**src/hw/rtl/pds_pkg.sv**
```systemverilog
`default_nettype none

package pds_pkg;

  // Table size and derived widths
  localparam int MAX_PROC  = 16;
  localparam int IDX_W     = (MAX_PROC > 1) ? $clog2(MAX_PROC) : 1;
  localparam int CNT_W     = IDX_W + 1;

  // Fixed field widths
  localparam int TIME_W    = 24;
  localparam int PRIO_W    = 4;
  localparam int ORIGIN_W  = 4;
  localparam int QUANT_W   = 16;
  localparam int MODE_W    = 2;
  localparam int FUNC_W    = 2;

  localparam logic [QUANT_W-1:0] QUANT_RESET = 16'd10;

  // Operation codes
  localparam logic [FUNC_W-1:0] FN_CLEAR    = 2'd0;
  localparam logic [FUNC_W-1:0] FN_LOAD     = 2'd1;
  localparam logic [FUNC_W-1:0] FN_DISPATCH = 2'd2;

  // Scheduling policies
  localparam logic [MODE_W-1:0] MODE_FIFO = 2'd0;
  localparam logic [MODE_W-1:0] MODE_RR   = 2'd1;
  localparam logic [MODE_W-1:0] MODE_PRIO = 2'd2;

  // Register indexes on the configuration port
  localparam logic REG_MODE    = 1'b0;
  localparam logic REG_QUANTUM = 1'b1;

  // One table entry as held in the memory
  typedef struct packed {
    logic [TIME_W-1:0]   rem;
    logic [PRIO_W-1:0]   prio;
    logic [ORIGIN_W-1:0] origin;
  } entry_t;

  // Controller states
  typedef enum logic [6:0] {
    S_IDLE    = 7'b0000001,
    S_SORT_A  = 7'b0000010,
    S_SORT_J  = 7'b0000100,
    S_SORT_WB = 7'b0001000,
    S_PICK    = 7'b0010000,
    S_UPD     = 7'b0100000,
    S_OUT     = 7'b1000000
  } state_t;

endpackage

`default_nettype wire

```
**src/hw/rtl/process_dispatch_scheduler.sv**
```systemverilog
`default_nettype none

// Channel   Direction  Handshake           Payload
// in        input      in_valid/in_stall   func, burst_time, prio_level
// out       output     out_valid/out_stall proc_id, granted_time, proc_finished, all_done
// cfg       APB        psel/penable/pready sched_mode (0x0), time_quantum (0x4)
//
// Clear and load are taken in the idle state; a dispatch steps through accept, pick,
// read-modify-write of the entry (skipped when none is left) and output register.
// It waits in the output step while the output stalls. The first priority dispatch
// after a clear or load exchange-sorts the table memory if it holds two or more entries.
// rst is synchronous: flags, count, cursor, state, out_valid and configuration
// registers clear; the memory and the datapath registers do not.
// A waiting result sits in the output register; items are taken only when idle.

module process_dispatch_scheduler (
  input  wire logic                          clk,
  input  wire logic                          rst,
  // input channel
  input  wire logic                          in_valid,
  output logic                               in_stall,
  input  wire logic [pds_pkg::FUNC_W-1:0]    func,
  input  wire logic [pds_pkg::TIME_W-1:0]    burst_time,
  input  wire logic [pds_pkg::PRIO_W-1:0]    prio_level,
  // output channel
  output logic                               out_valid,
  input  wire logic                          out_stall,
  output logic [pds_pkg::ORIGIN_W-1:0]       proc_id,
  output logic [pds_pkg::TIME_W-1:0]         granted_time,
  output logic                               proc_finished,
  output logic                               all_done,
  // configuration port
  input  wire logic                          psel,
  input  wire logic                          penable,
  input  wire logic                          pwrite,
  input  wire logic [2:0]                    paddr,
  input  wire logic [31:0]                   pwdata,
  output logic [31:0]                        prdata,
  output logic                               pready
);

  import pds_pkg::*;

  // Configuration registers
  logic [MODE_W-1:0]  sched_mode;
  logic [QUANT_W-1:0] time_quantum;

  // Control state
  state_t             state;
  logic [CNT_W-1:0]   entry_count;
  logic [CNT_W-1:0]   serve_cursor;
  logic               sorted_flag;
  logic [MAX_PROC-1:0] entry_done;
  logic [IDX_W-1:0]   si;
  logic [IDX_W-1:0]   sj;
  logic [IDX_W-1:0]   sel_reg;
  entry_t             a_reg;

  // Staged result
  logic [ORIGIN_W-1:0] res_id;
  logic [TIME_W-1:0]   res_time;
  logic                res_fin;
  logic                res_all;

  // Table memory
  entry_t             mem [MAX_PROC];
  entry_t             rd_data;
  logic [IDX_W-1:0]   rd_addr;
  logic               wr_en;
  logic [IDX_W-1:0]   wr_addr;
  entry_t             wr_data;

  logic in_acc;
  logic out_free;
  logic cfg_wr;

  logic [MAX_PROC-1:0] cand;
  logic [MAX_PROC-1:0] cand_hi;
  logic [CNT_W-1:0]    rr_start;
  logic [IDX_W-1:0]    first_all;
  logic [IDX_W-1:0]    first_hi;
  logic [IDX_W-1:0]    pick_sel;
  logic                found;

  logic                do_swap;
  logic                j_more;
  logic                i_more;
  logic                rr_more;
  logic [TIME_W-1:0]   quant_ext;
  logic [TIME_W-1:0]   new_rem;
  logic [CNT_W-1:0]    cursor_inc;

  assign in_stall = (state != S_IDLE);
  assign in_acc   = in_valid && !in_stall;
  assign out_free = !out_valid || !out_stall;
  assign pready   = 1'b1;
  assign cfg_wr   = psel && penable && pwrite && pready;

  // Register read-back
  always_comb begin
    prdata = 32'd0;
    if (paddr[2] == REG_QUANTUM) begin
      prdata = 32'(time_quantum);
    end else begin
      prdata = 32'(sched_mode);
    end
  end

  // Candidate search over the done flags
  always_comb begin
    rr_start  = (serve_cursor < entry_count) ? serve_cursor : '0;
    first_all = '0;
    first_hi  = '0;
    for (int i = 0; i < MAX_PROC; i++) begin
      cand[i]    = !entry_done[i] && (CNT_W'(i) < entry_count);
      cand_hi[i] = cand[i] && (CNT_W'(i) >= rr_start);
    end
    for (int i = MAX_PROC - 1; i >= 0; i--) begin
      if (cand[i]) begin
        first_all = IDX_W'(i);
      end
      if (cand_hi[i]) begin
        first_hi = IDX_W'(i);
      end
    end
    found = |cand;
    if (sched_mode == MODE_RR && |cand_hi) begin
      pick_sel = first_hi;
    end else begin
      pick_sel = first_all;
    end
  end

  // Sort and update arithmetic
  assign do_swap    = (a_reg.prio > rd_data.prio);
  assign j_more     = ((CNT_W'(sj) + CNT_W'(1)) < entry_count);
  assign i_more     = ((CNT_W'(si) + CNT_W'(2)) < entry_count);
  assign quant_ext  = TIME_W'(time_quantum);
  assign rr_more    = (rd_data.rem > quant_ext);
  assign cursor_inc = CNT_W'(sel_reg) + CNT_W'(1);

  always_comb begin
    if (sched_mode == MODE_RR && rr_more) begin
      new_rem = rd_data.rem - quant_ext;
    end else begin
      new_rem = '0;
    end
  end

  // Memory port control
  always_comb begin
    rd_addr = '0;
    wr_en   = 1'b0;
    wr_addr = si;
    wr_data = a_reg;
    case (state)
      S_IDLE: begin
        if (in_acc && func == FN_LOAD && entry_count < CNT_W'(MAX_PROC)) begin
          wr_en   = 1'b1;
          wr_addr = entry_count[IDX_W-1:0];
          wr_data = '{rem: burst_time, prio: prio_level, origin: ORIGIN_W'(entry_count)};
        end
      end
      S_SORT_A: begin
        rd_addr = si + IDX_W'(1);
      end
      S_SORT_J: begin
        rd_addr = sj + IDX_W'(1);
        if (do_swap) begin
          wr_en   = 1'b1;
          wr_addr = sj;
        end
      end
      S_SORT_WB: begin
        rd_addr = si + IDX_W'(1);
        wr_en   = 1'b1;
        wr_addr = si;
      end
      S_PICK: begin
        rd_addr = pick_sel;
      end
      S_UPD: begin
        wr_en   = 1'b1;
        wr_addr = sel_reg;
        wr_data = '{rem: new_rem, prio: rd_data.prio, origin: rd_data.origin};
      end
      default: begin
        rd_addr = '0;
      end
    endcase
  end

  // Table memory, one read and one write port
  always_ff @(posedge clk) begin
    if (wr_en) begin
      mem[wr_addr] <= wr_data;
    end
    rd_data <= mem[rd_addr];
  end

  // Configuration registers
  always_ff @(posedge clk) begin
    if (rst) begin
      sched_mode   <= MODE_FIFO;
      time_quantum <= QUANT_RESET;
    end else if (cfg_wr) begin
      if (paddr[2] == REG_MODE) begin
        sched_mode <= pwdata[MODE_W-1:0];
      end else begin
        time_quantum <= pwdata[QUANT_W-1:0];
      end
    end
  end

  // Datapath registers without reset
  always_ff @(posedge clk) begin
    case (state)
      S_SORT_A: begin
        a_reg <= rd_data;
        sj    <= si + IDX_W'(1);
      end
      S_SORT_J: begin
        if (do_swap) begin
          a_reg <= rd_data;
        end
        if (j_more) begin
          sj <= sj + IDX_W'(1);
        end
      end
      S_PICK: begin
        sel_reg  <= pick_sel;
        res_id   <= '0;
        res_time <= '0;
        res_fin  <= 1'b0;
        res_all  <= 1'b1;
      end
      S_UPD: begin
        res_id  <= rd_data.origin;
        res_all <= 1'b0;
        if (sched_mode == MODE_RR) begin
          res_time <= quant_ext;
          res_fin  <= !rr_more;
        end else begin
          res_time <= rd_data.rem;
          res_fin  <= 1'b1;
        end
      end
      default: begin
        a_reg <= a_reg;
      end
    endcase
    if (state == S_OUT && out_free) begin
      proc_id       <= res_id;
      granted_time  <= res_time;
      proc_finished <= res_fin;
      all_done      <= res_all;
    end
  end

  // Controller
  always_ff @(posedge clk) begin
    if (rst) begin
      state        <= S_IDLE;
      entry_count  <= '0;
      serve_cursor <= '0;
      sorted_flag  <= 1'b0;
      entry_done   <= '0;
      si           <= '0;
      out_valid    <= 1'b0;
    end else begin
      // output valid: set when a staged result moves out, cleared when taken
      if (state == S_OUT && out_free) begin
        out_valid <= 1'b1;
      end else if (out_valid && !out_stall) begin
        out_valid <= 1'b0;
      end
      case (state)
        S_IDLE: begin
          if (in_acc) begin
            case (func)
              FN_CLEAR: begin
                entry_count  <= '0;
                serve_cursor <= '0;
                sorted_flag  <= 1'b0;
                entry_done   <= '0;
              end
              FN_LOAD: begin
                if (entry_count < CNT_W'(MAX_PROC)) begin
                  entry_done[entry_count[IDX_W-1:0]] <= 1'b0;
                  entry_count <= entry_count + CNT_W'(1);
                  sorted_flag <= 1'b0;
                end
              end
              FN_DISPATCH: begin
                si <= '0;
                if (sched_mode == MODE_PRIO && !sorted_flag) begin
                  if (entry_count >= CNT_W'(2)) begin
                    state <= S_SORT_A;
                  end else begin
                    sorted_flag <= 1'b1;
                    state       <= S_PICK;
                  end
                end else begin
                  state <= S_PICK;
                end
              end
              default: begin
                state <= S_IDLE;
              end
            endcase
          end
        end
        S_SORT_A: begin
          state <= S_SORT_J;
        end
        S_SORT_J: begin
          if (do_swap) begin
            entry_done[si] <= entry_done[sj];
            entry_done[sj] <= entry_done[si];
          end
          if (!j_more) begin
            state <= S_SORT_WB;
          end
        end
        S_SORT_WB: begin
          if (i_more) begin
            si    <= si + IDX_W'(1);
            state <= S_SORT_A;
          end else begin
            sorted_flag <= 1'b1;
            state       <= S_PICK;
          end
        end
        S_PICK: begin
          state <= found ? S_UPD : S_OUT;
        end
        S_UPD: begin
          if (sched_mode != MODE_RR || !rr_more) begin
            entry_done[sel_reg] <= 1'b1;
          end
          if (sched_mode == MODE_RR) begin
            serve_cursor <= (cursor_inc >= entry_count) ? '0 : cursor_inc;
          end
          state <= S_OUT;
        end
        S_OUT: begin
          if (out_free) begin
            state <= S_IDLE;
          end
        end
        default: begin
          state <= S_IDLE;
        end
      endcase
    end
  end

  // Checks
  a_count_bound: assert property (@(posedge clk) disable iff (rst)
    entry_count <= CNT_W'(MAX_PROC))
    else $error("entry count beyond table size");

  a_clear_empties: assert property (@(posedge clk) disable iff (rst)
    (in_acc && func == FN_CLEAR) |=> (entry_count == '0 && entry_done == '0))
    else $error("clear did not empty the table");

  a_result_shown: assert property (@(posedge clk) disable iff (rst)
    (state == S_OUT && out_free) |=> (out_valid && state == S_IDLE))
    else $error("staged result not presented");

  a_finish_marks_done: assert property (@(posedge clk) disable iff (rst)
    (state == S_UPD && sched_mode != MODE_RR) |=> entry_done[$past(sel_reg)])
    else $error("served entry not marked done");

endmodule

`default_nettype wire
```
**config.mk**
```make
export PLATFORM = sky130hd
export DESIGN_NAME = process_dispatch_scheduler
export DESIGN_NICKNAME = d
export VERILOG_FILES = /design/src/hw/rtl/pds_pkg.sv /design/src/hw/rtl/process_dispatch_scheduler.sv
export SDC_FILE = /design/constraint.sdc
export NUM_CORES = 1
export LEC_CHECK = 0
export ABC_AREA = 1
export BUFFER_PORTS_ARGS = -buffer_cell sky130_fd_sc_hd__buf_2
export CORE_MARGIN = 4
export CORE_UTILIZATION = 35
export DETAILED_ROUTE_END_ITERATION = 12
export PLACE_DENSITY_LB_ADDON = 0.12
export SLEW_MARGIN = 20
export SYNTH_ARGS = -nofsm -noshare
export SYNTH_HDL_FRONTEND = slang
export SYNTH_SLANG_ARGS = --single-unit
```
**constraint.sdc**
```tcl
create_clock -name clk -period 9.7 [get_ports clk]
set_input_delay 1.94 -clock clk [delete_from_list [all_inputs] [get_ports clk]]
set_output_delay 1.94 -clock clk [all_outputs]
set_load 0.005 [all_outputs]
```
==> impl_metrics.py <==
metrics = {
    "outcome": {
        "outcome": "finished clean",
    },
    "place": {
        "placement.io_buffers": 101,
        "finalWeightedCongestion": 0.8775,
        "hpwl_microns": 61230,
    },
    "routing": {
        "vias": 24750,
        "finalWirelength_microns": 103100,
        "routed_via_density": 5.014,
        "detail-route-antenna-nets": 0,
        "drt_pass1_iterations": 5,
        "wl_per_cell_microns": 20.88,
        "drt_drc_violations_left": 0,
        "drt_iter0_drc": 1921,
    },
    "logic_synthesis": {
        "muxShareOfSynthArea": 0,
        "area_fraction_in_compound_gates_after_synthesis": 0.06559,
        "most_frequent_cell_after_synthesis": "sky130_fd_sc_hd__nand3_1",
        "ys_top_cells_by_count": "625 x sky130_fd_sc_hd__nand3_1, 616 x sky130_fd_sc_hd__nand2_1, 612 x sky130_fd_sc_hd__edfxtp_1",
        "ys_async_sr_fraction": 0,
        "yosysUniqueCellTypes": 58,
        "post_synth_main_area_contributors": "sky130_fd_sc_hd__edfxtp_1 54%, sky130_fd_sc_hd__nand3_1 9.2%, sky130_fd_sc_hd__nand2_1 6.8%, sky130_fd_sc_hd__inv_1 6.6%, sky130_fd_sc_hd__dfxtp_1 5.3%",
        "yosys_most_used_dff": "sky130_fd_sc_hd__edfxtp_1",
        "yosysWarningCount": 0,
        "cell_accounting_for_the_most_synthesized_area": "sky130_fd_sc_hd__edfxtp_1",
        "post_synth_top_area_share": 0.5424,
        "synth_edf_count": 612,
        "synth_cells": 3539,
        "post_synth.cell_area_avg_sq_um": 9.573,
        "ys_ff_latch": 701,
        "synth_simple_gate_area_share": 0.2173,
        "synth.yosys.seq_area_share": 0.5950,
        "yosys.area_share.xor_xnor": 0.004395,
        "synth_adder_area_share": 0.02053,
        "dominant_combinational_cell_family_by_area_after_synthesis": "simple AND/OR/NAND/NOR gates",
        "syn_area_sq_um": 33880,
    },
    "cts": {
        "insertion_delay_ns": 0.65,
        "cts_root_buffer": "sky130_fd_sc_hd__clkbuf_16",
        "clock_tree_from_tritoncts": "built",
        "post_cts_hold_buffers": 0,
        "cts_made_buffers": 82,
        "clk_path_buf_depth": 3,
        "clock_sink_count": 701,
        "clk_pin_slew_ns": 0.06,
        "h-tree-depth": 3,
        "post_cts_resize_count": 0,
        "postCtsSetupRepairBufs": 0,
    },
    "timing": {
        "finalSetupViolations": 0,
        "worst_clock_skew_ns": 0.03317,
        "maxSlewHeadroom": 0.2313,
        "post-route-period-util": 0.6686,
        "worst_hold_slack_ns": 0.4166,
        "timing_worst_slew_pin_value_ns": 1.153,
        "clock.fmax_mhz": 154.2,
        "period_minus_slack_ns": 6.485,
        "final-hold-violation-count": 0,
        "final_slew_viol_count": 0,
        "fin_setup_tns_ns": 0,
        "unrepaired_setup_endpoints_after_global_routing": "no",
    },
    "global_routing": {
        "grt_max_degree": 171,
        "grt_pass1_vias": 23660,
        "grt_antenna_before_repair": 4,
        "global_route.usage.total": 0.1976,
        "gr-total-overflow": 0,
        "wire_length_of_the_first_global_routing_pass_microns": 153600,
    },
    "power": {
        "max-vdd-ir-drop_mv": 0.1143,
        "post-layout-total-power_mw": 6.680,
        "power.static_leakage_nw": 15.67,
        "power_density_nw_per_um2": 173.9,
    },
    "worst_hold_path": {
        "hp-class": "reg -> reg",
        "min_delay_src": "res_time[11]",
    },
    "floorplan": {
        "ioPinCount": 137,
        "initial_utilization": 0.3545,
        "fp.dieH_microns": 319.1,
        "placeableCoreArea_sq_um": 95580,
        "fp-row-count": 113,
        "die_width_microns": 319.1,
        "dieArea_sq_um": 101800,
    },
    "critical_path": {
        "timing_worst_setup_path_type": "reg -> reg",
        "rrSetupSlack_ns": 3.21,
        "worst_setup_path_start_kind": "register",
        "critPathMaxFanout": 72,
        "cp_data_required_time_ns": 10.24,
        "endpoint_kind_of_the_worst_setup_timing_path": "register",
        "crit_path_start": "entry_count[4]",
        "critical_path.reg2reg.startpoint": "entry_count[4]",
        "timing.critical_path.arrival_ns": 7.02,
    },
    "final_layout": {
        "nNetsFinal": 3735,
        "final.fill_count": 9536,
        "synthToLayoutAreaGrowth_pct": 13.37,
        "utilization": 0.4019,
        "number_of_antenna_cells_inserted": 0,
        "largest_register_ffs": 512,
        "post_route_cells_drive_above_1_share": 0.09344,
    },
    "run": {
        "drv_cap": 0,
    },
}
-- final cells by class --
class                   count  area [sq um]  share of cell area
clock buffers             113          2283             0.05945
repair buffers            163          1016             0.02645
multi-input cells        2055         10750              0.2800
flip-flops and latches    701         20160              0.5249
clock inverters            34         339.1            0.008828
inverters                 605          2273             0.05919
well taps                1265          1583             0.04121
-- cell usage in the layout, fill, tap and decap left out, drive strengths merged, types with 20 or more instances in the layout --
master  netlist  final
nand3       625    625
o21ai       118    118
nand4        22     22
ha           54     54
nor2        197    197
inv         600    603
edfxtp      612    612
nor3         25     25
nand3b       99     99
nand2       621    621
clkbuf       60    113
a22oi        20     20
buf         133    163
clkinv        5     28
a21oi       119    119
o211ai       28     28
dfxtp        89     89
-- layer usage --
layer / part of all wire / vias up / global-route usage
li1: - / 12080 / -
met1: 0.48 / 11840 / 0.2911
met2: 0.44 / 679 / 0.3055
met3: 0.054 / 147 / 0.02676
met4: 0.024 / 0 / 0.05527
met5: 0 / - / 0
-- through the flow --
| stage | area [sq um] | std cells | setup WS (ns) |
|---|---|---|---|
| 6_report | 38410 | 4936 | 3.215 |
| 5_1_grt | 38410 | 4936 | 2.802 |
| 4_1_cts | 38380 | 4935 | 3.198 |
| 2_1_floorplan | 33940 | 3554 | 3.924 |
| 3_5_place_dp | 35750 | 4788 | 2.519 |
| 3_3_place_gp | 35750 | 4788 | 2.522 |
-- where the power goes --
| group | total, mW | internal [mW] | switching, mW |
|---|---|---|---|
| registers | 3.35 | 3.33 | 0.0260 |
| logic | 0.311 | 0.0823 | 0.229 |
| clock network | 3.02 | 1.74 | 1.28 |
-- final timing paths --
| check | endpoint | cells after the start |
|---|---|---|
| max | rd_data[20] | 22 |
| min reg2reg | granted_time[11] | 0 |
| min | granted_time[11] | 0 |
| max reg2reg | rd_data[20] | 22 |
-- cells by family after synthesis --
group	after synthesis
AOI/OAI and AO/OA	363
xor gates and xnor gates	17
adders and majority gates	55
buffers and inverters	798
DFF	701
other	2
and+or+nand+nor	1603
-- worst max-delay path, stage by stage, from the launching register on --
cell and delay [ns]:
sky130_fd_sc_hd__dfxtp_1 0.62, sky130_fd_sc_hd__inv_1 0.37, sky130_fd_sc_hd__ha_1 0.41, sky130_fd_sc_hd__a21oi_1 0.23, sky130_fd_sc_hd__nand2_1 0.12, sky130_fd_sc_hd__nor2_4 0.16
sky130_fd_sc_hd__o21ai_0 0.13, sky130_fd_sc_hd__o21ai_0 0.31, sky130_fd_sc_hd__o31ai_1 0.13, sky130_fd_sc_hd__nand2_1 0.09, sky130_fd_sc_hd__nand2_1 0.09, sky130_fd_sc_hd__nor2_1 0.09
sky130_fd_sc_hd__nand2_1 0.12, sky130_fd_sc_hd__o21ai_4 0.24, sky130_fd_sc_hd__o31ai_1 0.16, sky130_fd_sc_hd__nand2_1 0.19, sky130_fd_sc_hd__nand2_4 0.36, sky130_fd_sc_hd__inv_4 0.93
sky130_fd_sc_hd__buf_4 0.83, sky130_fd_sc_hd__nand3_1 0.15, sky130_fd_sc_hd__nand3_1 0.11, sky130_fd_sc_hd__nand3_1 0.13, sky130_fd_sc_hd__nand2_1 0.27
Power figures use the tool's default switching activity.
